--- config.mk ---
export PLATFORM = sky130hd
export DESIGN_NAME = lcd_parallel_command_sequencer_core
export DESIGN_NICKNAME = d
export VERILOG_FILES = /design/src/sv/lpcs_pkg.sv /design/src/sv/lpcs_decode.sv /design/src/sv/lcd_parallel_command_sequencer_core.sv
export VERILOG_INCLUDE_DIRS = /design/src /design/src/sv
export SDC_FILE = /design/constraint.sdc
export NUM_CORES = 1
export LEC_CHECK = 0
export ABC_AREA = 1
export BUFFER_PORTS_ARGS = -buffer_cell sky130_fd_sc_hd__buf_2
export CAP_MARGIN = 20
export CELL_PAD_IN_SITES_DETAIL_PLACEMENT = 1
export CELL_PAD_IN_SITES_GLOBAL_PLACEMENT = 1
export CORE_ASPECT_RATIO = 1.5
export CORE_MARGIN = 2
export CORE_UTILIZATION = 50
export DETAILED_ROUTE_END_ITERATION = 10
export GPL_ROUTABILITY_DRIVEN = 0
export PLACE_DENSITY_LB_ADDON = 0.15
export SYNTH_ARGS = -nofsm -noshare
export SYNTH_HDL_FRONTEND = slang
export SYNTH_HIERARCHICAL = 1
export SYNTH_SLANG_ARGS = --single-unit
--- constraint.sdc ---
create_clock -name clk -period 9.35 [get_ports clk]
set_input_delay 1.87 -clock clk [delete_from_list [all_inputs] [get_ports clk]]
set_output_delay 1.87 -clock clk [all_outputs]
set_load 0.005 [all_outputs]
--- src/sv/assert_macros.svh ---
// assertion helpers for the rtl core
`ifndef ASSERT_MACROS_SVH
`define ASSERT_MACROS_SVH

// same-cycle implication, checked outside reset
`define LPCS_ASSERT_NOW(label, clk, rst_n, ante, cons) \
	label: assert property (@(posedge clk) disable iff (!(rst_n)) (ante) |-> (cons)) \
		else $error("lpcs assertion failed");

// next-cycle implication, checked outside reset
`define LPCS_ASSERT_NEXT(label, clk, rst_n, ante, cons) \
	label: assert property (@(posedge clk) disable iff (!(rst_n)) (ante) |=> (cons)) \
		else $error("lpcs assertion failed");

`endif

--- src/sv/lpcs_pkg.sv ---
package lpcs_pkg;

	// panel geometry
	localparam int PANEL_WIDTH  = 128;
	localparam int PANEL_HEIGHT = 128;

	// coordinate offset, all coordinate bytes modulo 256
	localparam logic [7:0] COORD_OFFSET = 8'h02;

	// results per item
	localparam int MAX_RESULTS = 6;
	localparam int IDX_W       = $clog2(MAX_RESULTS);
	localparam int CNT_W       = $clog2(MAX_RESULTS + 1);

	// input kinds
	localparam logic [1:0] KIND_SCRIPT = 2'd0;
	localparam logic [1:0] KIND_PIXEL  = 2'd1;
	localparam logic [1:0] KIND_AREA   = 2'd2;

	// script header tags, top two bits
	localparam logic [1:0] HDR_SKIP = 2'b00;
	localparam logic [1:0] HDR_CMD  = 2'b01;
	localparam logic [1:0] HDR_DATA = 2'b10;
	localparam logic [1:0] HDR_WAIT = 2'b11;

	// register indexes
	localparam logic [1:0] CFG_ROTATION = 2'd0;
	localparam logic [1:0] CFG_X_CMD    = 2'd1;
	localparam logic [1:0] CFG_Y_CMD    = 2'd2;

	// rotations
	localparam logic [1:0] ROT_0   = 2'd0;
	localparam logic [1:0] ROT_90  = 2'd1;
	localparam logic [1:0] ROT_180 = 2'd2;

	typedef enum logic [1:0] {
		ACT_CMD  = 2'd0,
		ACT_DATA = 2'd1,
		ACT_WAIT = 2'd2
	} action_t;

	typedef enum logic [1:0] {
		MODE_IDLE = 2'd0,
		MODE_CMD  = 2'd1,
		MODE_DATA = 2'd2
	} script_mode_t;

	typedef struct packed {
		logic [1:0]  kind;
		logic [7:0]  script_byte;
		logic [15:0] pixel_value;
		logic [7:0]  x_start;
		logic [7:0]  y_start;
		logic [7:0]  x_end;
		logic [7:0]  y_end;
	} in_item_t;

	typedef struct packed {
		action_t    action;
		logic [7:0] bus_byte;
		logic [5:0] wait_ms;
		logic       last;
	} out_item_t;

	typedef struct packed {
		logic [1:0] rotation;
		logic [7:0] x_area_command;
		logic [7:0] y_area_command;
	} cfg_t;

	typedef struct packed {
		script_mode_t mode;
		logic [5:0]   run_left;
	} script_state_t;

endpackage

--- src/sv/lpcs_decode.sv ---
module lpcs_decode #(
	parameter int PANEL_WIDTH  = lpcs_pkg::PANEL_WIDTH,
	parameter int PANEL_HEIGHT = lpcs_pkg::PANEL_HEIGHT
) (
	input  lpcs_pkg::in_item_t      item,
	input  lpcs_pkg::cfg_t          cfg,
	input  lpcs_pkg::script_state_t state,
	output lpcs_pkg::out_item_t     results [lpcs_pkg::MAX_RESULTS],
	output logic [lpcs_pkg::CNT_W-1:0] count,
	output lpcs_pkg::script_state_t state_next
);
	import lpcs_pkg::*;

	// mirror bases: size - 1 plus the offset, modulo 256
	localparam logic [7:0] MIRROR_X = 8'(PANEL_WIDTH - 1) + COORD_OFFSET;
	localparam logic [7:0] MIRROR_Y = 8'(PANEL_HEIGHT - 1) + COORD_OFFSET;

	logic [7:0] a0, a1, b0, b1;
	logic [5:0] n;
	logic [5:0] run_dec;

	assign n       = item.script_byte[5:0];
	assign run_dec = state.run_left - 6'd1;

	// window coordinates per orientation
	always_comb begin
		case (cfg.rotation)
			ROT_0: begin
				a0 = MIRROR_X - item.x_end;
				a1 = MIRROR_X - item.x_start;
				b0 = item.y_start + COORD_OFFSET;
				b1 = item.y_end + COORD_OFFSET;
			end
			ROT_90: begin
				a0 = item.y_start + COORD_OFFSET;
				a1 = item.y_end + COORD_OFFSET;
				b0 = item.x_start + COORD_OFFSET;
				b1 = item.x_end + COORD_OFFSET;
			end
			ROT_180: begin
				a0 = item.x_start + COORD_OFFSET;
				a1 = item.x_end + COORD_OFFSET;
				b0 = MIRROR_Y - item.y_end;
				b1 = MIRROR_Y - item.y_start;
			end
			default: begin
				a0 = MIRROR_Y - item.y_end;
				a1 = MIRROR_Y - item.y_start;
				b0 = MIRROR_X - item.x_end;
				b1 = MIRROR_X - item.x_start;
			end
		endcase
	end

	always_comb begin
		for (int i = 0; i < MAX_RESULTS; i++) begin
			results[i] = '{action: ACT_CMD, bus_byte: 8'd0, wait_ms: 6'd0, last: 1'b0};
		end
		count      = '0;
		state_next = state;
		case (item.kind)
			KIND_SCRIPT: begin
				if (state.run_left != 6'd0 && state.mode != MODE_IDLE) begin
					// byte inside an open run
					results[0].action   = (state.mode == MODE_CMD) ? ACT_CMD : ACT_DATA;
					results[0].bus_byte = item.script_byte;
					results[0].last     = 1'b1;
					count               = CNT_W'(1);
					state_next.run_left = run_dec;
					if (run_dec == 6'd0) begin
						state_next.mode = MODE_IDLE;
					end
				end else begin
					case (item.script_byte[7:6])
						HDR_CMD, HDR_DATA: begin
							if (n != 6'd0) begin
								state_next.mode = (item.script_byte[7:6] == HDR_CMD) ?
									MODE_CMD : MODE_DATA;
								state_next.run_left = n;
							end else begin
								state_next.mode     = MODE_IDLE;
								state_next.run_left = 6'd0;
							end
						end
						HDR_WAIT: begin
							results[0].action  = ACT_WAIT;
							results[0].wait_ms = n;
							results[0].last    = 1'b1;
							count              = CNT_W'(1);
						end
						default: begin
							count = '0;
						end
					endcase
				end
			end
			KIND_PIXEL: begin
				results[0].action   = ACT_DATA;
				results[0].bus_byte = item.pixel_value[15:8];
				results[1].action   = ACT_DATA;
				results[1].bus_byte = item.pixel_value[7:0];
				results[1].last     = 1'b1;
				count               = CNT_W'(2);
			end
			KIND_AREA: begin
				results[0].bus_byte = cfg.x_area_command;
				results[1].bus_byte = a0;
				results[2].bus_byte = a1;
				results[3].bus_byte = cfg.y_area_command;
				results[4].bus_byte = b0;
				results[5].bus_byte = b1;
				results[5].last     = 1'b1;
				count               = CNT_W'(6);
			end
			default: begin
				count = '0;
			end
		endcase
	end

endmodule

--- src/sv/lcd_parallel_command_sequencer_core.sv ---
// channel   direction  handshake              payload
// in        input      in_valid / in_stall    in_data  (lpcs_pkg::in_item_t)
// out       output     out_valid / out_stall  out_data (lpcs_pkg::out_item_t)
// cfg       input      cfg_we                 cfg_index, cfg_data
//
// one bus write or wait leaves per cycle through the output register unless
// out stalls; script bytes give at most one entry, pixels two, set-areas six;
// items with no result (headers, ignored bytes, unused kind) are not staged
// reset is asynchronous: script state idle, cfg zero, nothing in flight
// a stall on out holds the output register and the staged results; in stalls
// only while the staged results of the previous item are still being sent
`include "assert_macros.svh"

module lcd_parallel_command_sequencer_core #(
	parameter int PANEL_WIDTH  = lpcs_pkg::PANEL_WIDTH,
	parameter int PANEL_HEIGHT = lpcs_pkg::PANEL_HEIGHT
) (
	input  logic                clk,
	input  logic                arst_n,
	input  logic                in_valid,
	output logic                in_stall,
	input  lpcs_pkg::in_item_t  in_data,
	output logic                out_valid,
	input  logic                out_stall,
	output lpcs_pkg::out_item_t out_data,
	input  logic                cfg_we,
	input  logic [1:0]          cfg_index,
	input  logic [7:0]          cfg_data
);
	import lpcs_pkg::*;

	// configuration registers
	cfg_t cfg_q;

	// script run state
	script_state_t script_q;
	script_state_t script_next;

	// decoded results of the current item
	out_item_t        dec_results [MAX_RESULTS];
	logic [CNT_W-1:0] dec_count;

	// staged results waiting to be sent
	out_item_t        res_s1 [MAX_RESULTS];
	logic [CNT_W-1:0] cnt_s1;
	logic             valid_s1;
	logic [IDX_W-1:0] idx_q;

	// output register
	logic      out_valid_q;
	out_item_t out_data_q;

	logic in_accept;
	logic emit;
	logic last_entry;

	lpcs_decode #(
		.PANEL_WIDTH  (PANEL_WIDTH),
		.PANEL_HEIGHT (PANEL_HEIGHT)
	) u_decode (
		.item       (in_data),
		.cfg        (cfg_q),
		.state      (script_q),
		.results    (dec_results),
		.count      (dec_count),
		.state_next (script_next)
	);

	// output register takes a new entry when empty or being drained
	assign emit       = valid_s1 && (!out_valid_q || !out_stall);
	assign last_entry = (CNT_W'(idx_q) == cnt_s1 - CNT_W'(1));

	// a new item may enter in the cycle the last staged entry moves out
	assign in_stall  = valid_s1 && !(emit && last_entry);
	assign in_accept = in_valid && !in_stall;

	assign out_valid = out_valid_q;
	assign out_data  = out_data_q;

	// configuration writes, indexes past the list are dropped
	always_ff @(posedge clk or negedge arst_n) begin
		if (!arst_n) begin
			cfg_q <= '0;
		end else if (cfg_we) begin
			case (cfg_index)
				CFG_ROTATION: cfg_q.rotation       <= cfg_data[1:0];
				CFG_X_CMD:    cfg_q.x_area_command <= cfg_data;
				CFG_Y_CMD:    cfg_q.y_area_command <= cfg_data;
				default:      cfg_q                <= cfg_q;
			endcase
		end
	end

	// script state advances on every accepted item; non-script kinds keep it
	always_ff @(posedge clk or negedge arst_n) begin
		if (!arst_n) begin
			script_q <= '{mode: MODE_IDLE, run_left: 6'd0};
		end else if (in_accept) begin
			script_q <= script_next;
		end
	end

	// staging control
	always_ff @(posedge clk or negedge arst_n) begin
		if (!arst_n) begin
			valid_s1 <= 1'b0;
			idx_q    <= '0;
		end else if (in_accept && dec_count != '0) begin
			valid_s1 <= 1'b1;
			idx_q    <= '0;
		end else if (emit && last_entry) begin
			valid_s1 <= 1'b0;
			idx_q    <= '0;
		end else if (emit) begin
			idx_q <= idx_q + IDX_W'(1);
		end
	end

	// staged payload
	always_ff @(posedge clk) begin
		if (in_accept && dec_count != '0) begin
			res_s1 <= dec_results;
			cnt_s1 <= dec_count;
		end
	end

	// output register control
	always_ff @(posedge clk or negedge arst_n) begin
		if (!arst_n) begin
			out_valid_q <= 1'b0;
		end else if (emit) begin
			out_valid_q <= 1'b1;
		end else if (!out_stall) begin
			out_valid_q <= 1'b0;
		end
	end

	always_ff @(posedge clk) begin
		if (emit) begin
			out_data_q <= res_s1[idx_q];
		end
	end

	// send index stays inside the staged list
	`LPCS_ASSERT_NOW(a_idx_in_range, clk, arst_n, valid_s1, CNT_W'(idx_q) < cnt_s1)
	// an open run always owes bytes, an idle script owes none
	`LPCS_ASSERT_NOW(a_run_matches_mode, clk, arst_n, 1'b1,
		(script_q.mode == MODE_IDLE) == (script_q.run_left == 6'd0))
	// item with results starts its list from the first entry
	`LPCS_ASSERT_NEXT(a_stage_load, clk, arst_n, in_accept && dec_count != '0,
		valid_s1 && idx_q == '0)
	// last entry sent and nothing new taken empties the stage
	`LPCS_ASSERT_NEXT(a_stage_drain, clk, arst_n, emit && last_entry && !in_accept, !valid_s1)

endmodule
# After elaboration in Yosys (flattened, before gate mapping)
# Cells that the tools add are included.
totals:
  regBits: 112
  elab_cells: 116
  output_inout_bits: 19
  input_bits: 73
op_classes:
  add_sub_neg: 11
  mux: 34
  bitwise: 3
  order_cmp: 1
  n_reduce_logical: 29
  eq_ne: 13
op_table:
  columns: ["op", "n"]
  rows:
  - ["case mux 8 bit (3 select lines)", 5]
  - ["binary-select mux 17 bit (select 3 bit)", 1]
  - ["2-to-1 mux 17 bit", 2]
  - ["adder 8 x 2 -> 8 bit (second input constant)", 4]
  - ["2-to-1 mux 8 bit", 4]
  - ["subtractor 8 bit (first input constant)", 4]
  - ["case mux 8 bit (2 select lines)", 1]
  - ["2-to-1 mux 3 bit", 4]
  - ["nonzero test 6 bit", 2]
  - ["2-to-1 mux 1 bit", 11]
  - ["== test 2 x 1 -> 1 bit (second input constant)", 5]
  - ["== test 2 bit (second input constant)", 5]
  - ["case mux 3 bit (3 select lines)", 1]
  - ["2-to-1 mux 2 bit", 4]
  - ["logical AND 1 bit", 6]
  - ["zero test 2 bit", 3]
  - ["zero test 6 bit", 1]
  - ["AND reduction 2 bit", 3]
  - ["nonzero test 2 bit", 3]
  - ["nonzero test 3 bit", 2]
  - ["subtractor 6 x 1 -> 6 bit (second input constant)", 1]
  - ["greater-or-equal comparator 4 bit (second input constant)", 1]
  - ["zero test 1 bit", 4]
  - ["NOT 3 -> 4 bit", 1]
  - ["12 further kinds", 13]

# Longest topological paths before layout
# Gate-level depths: netlist of run 1.
logic_depth:
  ltp_word: 10
  depth_mapped: 11

# Cells and area by module
# Netlist of run 1, hierarchy kept.
modules_own_cells:
  columns: ["mod", "seq_area_each_um2", "instances", "area_per_inst_um2", "cells_each"]
  rows:
  - ["lcd_parallel_command_sequencer_core", 4439.3, 1, 5841.9, 444]
  - ["lpcs_decode", 0.0, 1, 3109.2, 573]

# Least setup slack after synthesis of run 1
# OpenSTA, ideal clock, no wires.
synth_path:
  kind: "input-to-reg"
  from: "input port in_data[56] (netlist bit)"
  to: "register cnt_s1[0] (enable)"
  setup_ns: 0.458
  path_buffers: 1
  cell_stages: 10
  t_required_ns: 8.892
  path_slack_ns: 3.875
  arrival_time_ns: 5.016
  cell_sequence: "inv_1 -> ha_1 -> buf_2 -> inv_1 -> nor2_8 -> inv_2 -> a21oi_1 -> or3_1 -> nand3_2 -> inv_1"
synth_between:
  elab_chain_len: 4
  elab_cells_between_ends: 6
synth_rtl:
  columns: ["item", "line_no", "rtl"]
  rows:
  - ["from (decl)", "lcd_parallel_command_sequencer_core.sv:22", "input lpcs_pkg::in_item_t in_data,"]
  - ["== test 2 bit (tied with other cells)", "lpcs_decode.sv:61", "case (item.kind)"]
  - ["case mux 3 bit (3 select lines) *", "lpcs_decode.sv:61", null]
  - ["net dec_count[0]", "lcd_parallel_command_sequencer_core.sv:41", "logic [CNT_W-1:0] dec_count;"]
  - ["nonzero test 3 bit *", "lcd_parallel_command_sequencer_core.sv:121", "if (in_accept && dec_count != '0) begin"]
  - ["logical AND 1 bit *", "lcd_parallel_command_sequencer_core.sv:121", null]
  - ["to (signal assigned)", "lcd_parallel_command_sequencer_core.sv:123", "cnt_s1 <= dec_count;"]
  - ["to (decl)", "lcd_parallel_command_sequencer_core.sv:45", "logic [CNT_W-1:0] cnt_s1;"]
# Mark *: on every way through the listed nets, which the timed path passes. The rest lies on a longest branch.
# A chain may end at the register's enable or synchronous reset.

# Worst setup path in the final report of run 1
layout_path:
  from: "input port out_stall"
  to: "output port in_stall"
layout_between:
  elab_chain_len: 6
layout_rtl:
  columns: ["item", "line_no", "rtl"]
  rows:
  - ["from (decl)", "lcd_parallel_command_sequencer_core.sv:24", "input logic out_stall,"]
  - ["zero test 1 bit", null, null]
  - ["logical OR 1 bit", "lcd_parallel_command_sequencer_core.sv:70", "assign emit = valid_s1 && (!out_valid_q || !out_stall);"]
  - ["logical AND 1 bit", "lcd_parallel_command_sequencer_core.sv:70", null]
  - ["logical AND 1 bit", "lcd_parallel_command_sequencer_core.sv:74", "assign in_stall = valid_s1 && !(emit && last_entry);"]
  - ["zero test 1 bit", "lcd_parallel_command_sequencer_core.sv:74", null]
  - ["logical AND 1 bit", "lcd_parallel_command_sequencer_core.sv:74", null]
  - ["to (decl)", "lcd_parallel_command_sequencer_core.sv:21", "output logic in_stall,"]
# Every way passes these cells.

==> results.sh, run 1 <==
export IMPL_status="finished, violations left"
export IMPL_failed_checks="design-rule violations"
export IMPL_slew_viol_final=0
export IMPL_p_leak_nw=4.27
export IMPL_vias_per_cell=5.58
export IMPL_cp_required_ns=7.48
export IMPL_ir_drop_mv=0.123
export IMPL_antenna_found_initial=0
export IMPL_setup_viol=0
export IMPL_p_per_area_mw_per_mm2=256
export IMPL_grt_overflow_total=0
export IMPL_clkTransAtPathRegs_ns=0.07
export IMPL_synth_seq_area_share_pct=49.6
export IMPL_synth_area_leader_cell="edfxtp_1"
export IMPL_p_sw_share_pct=38.3
export IMPL_mostFrequentLayoutCell="nand2_1"
export IMPL_clockBufferDepth=2
export IMPL_maxCapViolCount=0
export IMPL_endpoint_kind="primary output"
export IMPL_postCtsHoldBufs=0
export IMPL_start_kind="input pin"
export IMPL_vias=7296
export IMPL_most_common_layout_cells="nand2_1 (204), nor2_1 (123), edfxtp_1 (122)"
export IMPL_pwr_share_seq_pct=40.2
export IMPL_die_area_sq_mm=0.0190
export IMPL_fillCellCount=2106
export IMPL_start_util_pct=51.4
export IMPL_final_util_pct=56.4
export IMPL_cp_top_family="simple AND/OR/NAND/NOR gates"
export IMPL_io_pins=92
export IMPL_syn_to_final_growth_pct=9.71
export IMPL_drt_first_pass_iters=8
export IMPL_routedWlPerCell_um=19.7
export IMPL_synthCells=1017
export IMPL_worst_pin_slew_ns=1.04
export IMPL_skew_ns=0.0103
export IMPL_max_stage_delay_ns=0.18
export IMPL_clock_sinks=153
export IMPL_drive_above_1_share_pct=15.4
export IMPL_synth_async_reset_ratio_pct=20.3
export IMPL_timing_final_crit_share_pct=49.8
export IMPL_fmax_ghz=0.215
export IMPL_fin_setup_tns_ns=0
export IMPL_cts_root_buffer="clkbuf_16"
export IMPL_hold_viol=0
export IMPL_cp_slowest_cell="nor2_2"
export IMPL_grt_pass1_wl_mm=40.3
export IMPL_grt_pass1_vias=7712
export IMPL_crit_fanout=12
export IMPL_wirelength_mm=25.7
export IMPL_synth_area_sq_mm=0.00895
export IMPL_cts_buffers=17
export IMPL_p_int_mw=1.55
export IMPL_port_buffers=91
export IMPL_fin_nets=1172
export IMPL_post_cts_resized=0
export IMPL_synth_edff_count=122
export IMPL_rows=59
export IMPL_combPwrFrac_pct=34.1
export IMPL_min_period_ns=4.66
export IMPL_cp_num_buf_inv=3
export IMPL_avgSynthCellArea_sq_um=8.80
export IMPL_synth_seq_cells=153
export IMPL_ys_types=52
export IMPL_min_path_type="reg2reg"
export IMPL_yosysWarningCount=6
export IMPL_cts_tree="built"
export IMPL_postCtsSetupBuffers=0
export IMPL_crit_chain="buf_2 > nand2_1 > nand2_1 > nor2_2 > nand3_2 > nand2_4 > inv_1 > buf_2"
export IMPL_synth_area_leaders="edfxtp_1 (41%), dfrtp_1 (8.7%), nand2_1 (8.6%)"
export IMPL_rsz0062_at_grt="no"
export IMPL_reg2reg_setup_slack_ns=5.81
export IMPL_diodes=0
export IMPL_ys_flop_type="edfxtp_1"
export IMPL_switchingPower_mw=0.963
export IMPL_cp_arrival_ns=2.79
export IMPL_dp_final_hpwl_mm=18.7
export IMPL_die_h_um=168
export IMPL_die_w_um=113
export IMPL_grtUsageTotal_pct=27.7
export IMPL_synth_top_area_share_pct=40.9
export IMPL_max_slew_margin_rel_pct=30.9
export IMPL_clock_latency_ns=0.42
export IMPL_drtIter0Drc=336
export IMPL_htreeDepth=4
export IMPL_ant_nets=0
export IMPL_drc_errors=2
export IMPL_core_area_sq_mm=0.0174
export IMPL_path_class="in2out"
export IMPL_grt_max_degree=84
export IMPL_clkPwrFrac_pct=25.8
==> cell type report <==
type                            count  area, sq um  share of cell area, %
Sequential cell                   153         4440                   45.2
Multi-Input combinational cell    720         3710                   37.8
Timing Repair Buffer               96          493                   5.02
Clock buffer                       18          430                   4.38
Inverter                           93          358                   3.64
Tap cell                          213          267                   2.71
Clock inverter                     14          125                   1.27
==> final timing paths <==
check,startpoint,endpoint,cells after the start
worst max-delay path,out_stall,in_stall,8
worst min-delay path,cfg_q[0]$_DFFE_PN0P_,cfg_q[0]$_DFFE_PN0P_,2
worst max register to register,idx_q[0]$_DFFE_PN0P_,res_s1[69]$_DFFE_PP_,10
worst min register to register,cfg_q[0]$_DFFE_PN0P_,cfg_q[0]$_DFFE_PN0P_,2
max in group asynchronous,arst_n,cfg_q[10]$_DFFE_PN0P_,1
min in group asynchronous,arst_n,idx_q[0]$_DFFE_PN0P_,1
==> tightest hold or removal path, stage by stage, from the launching register on <==
cell and delay (ns):
dfrtp_1 0.35, nand2_1 0.05, o21ai_0 0.06
==> routing by layer <==
metal	global-route usage [%]	share of wire, %
met1	29.3	37
met3	4.28	3.3
met5	0	0
met4	16.3	5.7
met2	51.1	54
==> power groups by stage <==
| stage | Combinational (mW) | Clock, mW | Sequential [mW] |
|---|---|---|---|
| 2_1_floorplan | 0.603 | 0 | 1.01 |
| 3_3_place_gp | 0.822 | 0 | 1.01 |
| 3_5_place_dp | 0.851 | 0 | 1.02 |
| 4_1_cts | 0.860 | 0.658 | 1.01 |
| 5_1_grt | 0.948 | 0.684 | 1.02 |
| 6_report | 0.855 | 0.647 | 1.01 |
==> sequential cells by signal, summed over array words and instances, names as in the netlist <==
name,count
out_data,17
cfg_q,18
script_q,8
idx_q,3
valid_s1,1
res_s1,102
out_valid,1
cnt_s1,3
==> synthesized netlist by cell type, types with 18 or more instances <==
library cell    n
edfxtp_1      122
buf_4          49
xor2_1         25
ha_1           18
inv_1          83
a21oi_1        34
nor2_1        123
dfrtp_1        31
nand2_1       204
nand3_1        54
o21ai_0        98
==> kinds of logic (layout without fill, tap and decap cells) <==
kind of cell / count (synthesis) / in the layout / share of synthesized area (%)
and+or+nand+nor: 420 / 420 / 20.4
DFF: 153 / 153 / 49.6
adders and majority gates: 18 / 18 / 2.52
xor gates and xnor gates: 31 / 31 / 3.12
buffers and inverters: 185 / 221 / 10.7
other: 1 / 42 / 0.0419
AOI/OAI and AO/OA: 209 / 209 / 13.7
==> stage by stage <==
step           std cells  setup slack (ns)  hold slack [ns]  total power [mW]  instance area [sq um]
2_1_floorplan       1058              3.88            0.453              1.61                   9100
3_3_place_gp        1275              4.48            0.471              1.83                   9270
3_5_place_dp        1275              4.32            0.475              1.87                   9270
4_1_cts             1307              4.70            0.493              2.53                   9820
5_1_grt             1307              4.47            0.523              2.66                   9820
6_report            1307              4.69            0.489              2.51                   9820
No activity file was read; power rests on OpenSTA's default activity.
==> inputs of run 2 (changes only) <==
--- a/config.mk
+++ b/config.mk
@@ -13,7 +13,7 @@
 export CELL_PAD_IN_SITES_GLOBAL_PLACEMENT = 1
 export CORE_ASPECT_RATIO = 1.5
 export CORE_MARGIN = 2
-export CORE_UTILIZATION = 50
+export CORE_UTILIZATION = 42
 export DETAILED_ROUTE_END_ITERATION = 10
 export GPL_ROUTABILITY_DRIVEN = 0
 export PLACE_DENSITY_LB_ADDON = 0.15
==> constraint.sdc (replaced) <==
create_clock -name clk -period 4 [get_ports clk]
set_input_delay 0.8 -clock clk [delete_from_list [all_inputs] [get_ports clk]]
set_output_delay 0.8 -clock clk [all_outputs]
set_load 0.005 [all_outputs]
==> run 2 against run 1 <==
Compared with the run above: largest power group unchanged; clock power increased to 2.6 times the previous value; critical path type is now reg2reg; the run now ends clean; final cell count increased by 4.2%; register-to-register slack got worse by 4.9 ns.
==> results.sh, run 2 (synthesis results as in run 1) <==
export IMPL_p_leak_nw=4.29
export IMPL_drt_first_pass_iters=4
export IMPL_antenna_found_initial=0
export IMPL_start_kind="flop"
export IMPL_setup_viol=0
export IMPL_drc_errors=0
export IMPL_switchingPower_mw=2.16
export IMPL_ant_nets=0
export IMPL_ir_drop_mv=0.325
export IMPL_syn_to_final_growth_pct=11.5
export IMPL_cts_root_buffer="clkbuf_16"
export IMPL_die_h_um=183
export IMPL_p_int_mw=3.85
export IMPL_grt_overflow_total=0
export IMPL_hold_viol=0
export IMPL_min_period_ns=3.04
export IMPL_grt_max_degree=54
export IMPL_vias=7170
export IMPL_start_util_pct=42.7
export IMPL_maxCapViolCount=0
export IMPL_grtUsageTotal_pct=23.1
export IMPL_p_per_area_mw_per_mm2=602
export IMPL_crit_fanout=47
export IMPL_die_area_sq_mm=0.0225
export IMPL_rows=65
export IMPL_vias_per_cell=5.26
export IMPL_clkPwrFrac_pct=27.5
export IMPL_status="finished, final reports clean"
export IMPL_grt_pass1_vias=7489
export IMPL_worst_pin_slew_ns=0.786
export IMPL_die_w_um=123
export IMPL_reg2reg_setup_slack_ns=0.96
export IMPL_port_buffers=91
export IMPL_p_sw_share_pct=36.0
export IMPL_largest_reg_flops=102
export IMPL_endpoint_kind="flop"
export IMPL_fin_area_sq_mm=0.00998
export IMPL_max_slew_margin_rel_pct=47.6
export IMPL_drive_above_1_share_pct=15.2
export IMPL_diodes=0
export IMPL_timing_final_crit_share_pct=76.1
export IMPL_postCtsSetupBuffers=0
export IMPL_clkTransAtPathRegs_ns=0.06
export IMPL_rsz0062_at_grt="no"
export IMPL_core_area_sq_mm=0.0210
export IMPL_drtIter0Drc=325
export IMPL_most_common_layout_cells="nand2_1 (204), nor2_1 (123), edfxtp_1 (122)"
export IMPL_fillCellCount=2539
export IMPL_fin_ws_ns=0.955
export IMPL_io_pins=92
export IMPL_combPwrFrac_pct=33.4
export IMPL_cts_tree="built"
export IMPL_postCtsHoldBufs=0
export IMPL_path_class="reg2reg"
export IMPL_cts_buffers=17
export IMPL_reg2reg_depth=11
export IMPL_skew_ns=0.0125
export IMPL_wirelength_mm=25.2
export IMPL_clockBufferDepth=2
export IMPL_place_area_sq_mm=0.00938
export IMPL_fin_nets=1174
export IMPL_cp_arrival_ns=3.20
export IMPL_dp_final_hpwl_mm=18.7
export IMPL_fin_setup_tns_ns=0
export IMPL_clock_sinks=153
export IMPL_slew_viol_final=0
export IMPL_routedWlPerCell_um=18.5
export IMPL_post_place_ws_ns=0.577
export IMPL_clock_latency_ns=0.42
export IMPL_min_path_type="in2async"
export IMPL_timing_rr_start="script_q[0]$_DFFE_PN0P_"
export IMPL_htreeDepth=4
export IMPL_fmax_ghz=0.328
export IMPL_cp_required_ns=4.15
export IMPL_pwr_share_seq_pct=39.1
export IMPL_mostFrequentLayoutCell="nand2_1"
export IMPL_max_flop_register="res_s1"
export IMPL_r2r_end="res_s1[30]$_DFFE_PP_"
export IMPL_grt_pass1_wl_mm=39.0
export IMPL_post_cts_resized=0
==> run 2: worst max path at each step <==
stage	start	end	slack (ns)	depth (start not counted)
final	script_q[0]$_DFFE_PN0P_	res_s1[30]$_DFFE_PP_	0.96	11
after global routing	script_q[0]$_DFFE_PN0P_	res_s1[36]$_DFFE_PP_	0.69	11
after CTS	script_q[0]$_DFFE_PN0P_	res_s1[30]$_DFFE_PP_	0.93	11
after detailed placement	in_data[56]	res_s1[29]$_DFFE_PP_	0.58	11
after global placement	in_data[56]	res_s1[8]$_DFFE_PP_	0.69	11
after floorplan	in_data[56]	cnt_s1[0]$_DFFE_PP_	0.08	10
==> run 2: metal layers <==
metal  vias to the layer above  global-route usage [%]  routed length [um]
li1                       3497                       -                   -
met1                      3445                    24.0                9240
met2                       173                    43.5               14000
met3                        55                    3.86                 780
met4                         0                    11.8                1220
met5                         -                       0                   0
==> run 2: cell type report <==
cell class / instances / area (sq um) / area share, %
Clock buffer: 18 / 429 / 4.30
Clock inverter: 12 / 174 / 1.74
Sequential cell: 153 / 4440 / 44.5
Inverter: 93 / 360 / 3.61
Tap cell: 268 / 335 / 3.36
Multi-Input combinational cell: 720 / 3710 / 37.2
Timing Repair Buffer: 98 / 533 / 5.34
==> run 2: worst max-delay path: stages (launching register included) <==
cell and delay [ns]:
dfrtp_1 0.41, inv_1 0.13, ha_1 0.23, nand4_2 0.19, nand2_4 0.19, nor2_8 0.07, inv_2 0.08, a21oi_1 0.09
or3_1 0.37, nand3_2 0.14, clkinvlp_4 0.46, buf_12 0.38
==> run 2: stage by stage <==
stage	power (mW)	hold WS [ns]	cells	utilization, %
after global placement	4.35	0.467	1332	44.7
final	6.01	0.446	1362	47.6
after floorplan	3.76	0.453	1058	-
after global routing	6.36	0.492	1362	47.6
after detailed placement	4.40	0.478	1332	44.7
after CTS	6.08	0.469	1362	47.6
==> run 2: power by group through the flow <==
stage                     Clock [mW]  Combinational, mW  Sequential [mW]
after global placement             0               1.99             2.36
after floorplan                    0               1.41             2.35
final                           1.65               2.01             2.35
after detailed placement           0               2.03             2.38
after CTS                       1.69               2.04             2.35
after global routing            1.73               2.24             2.38
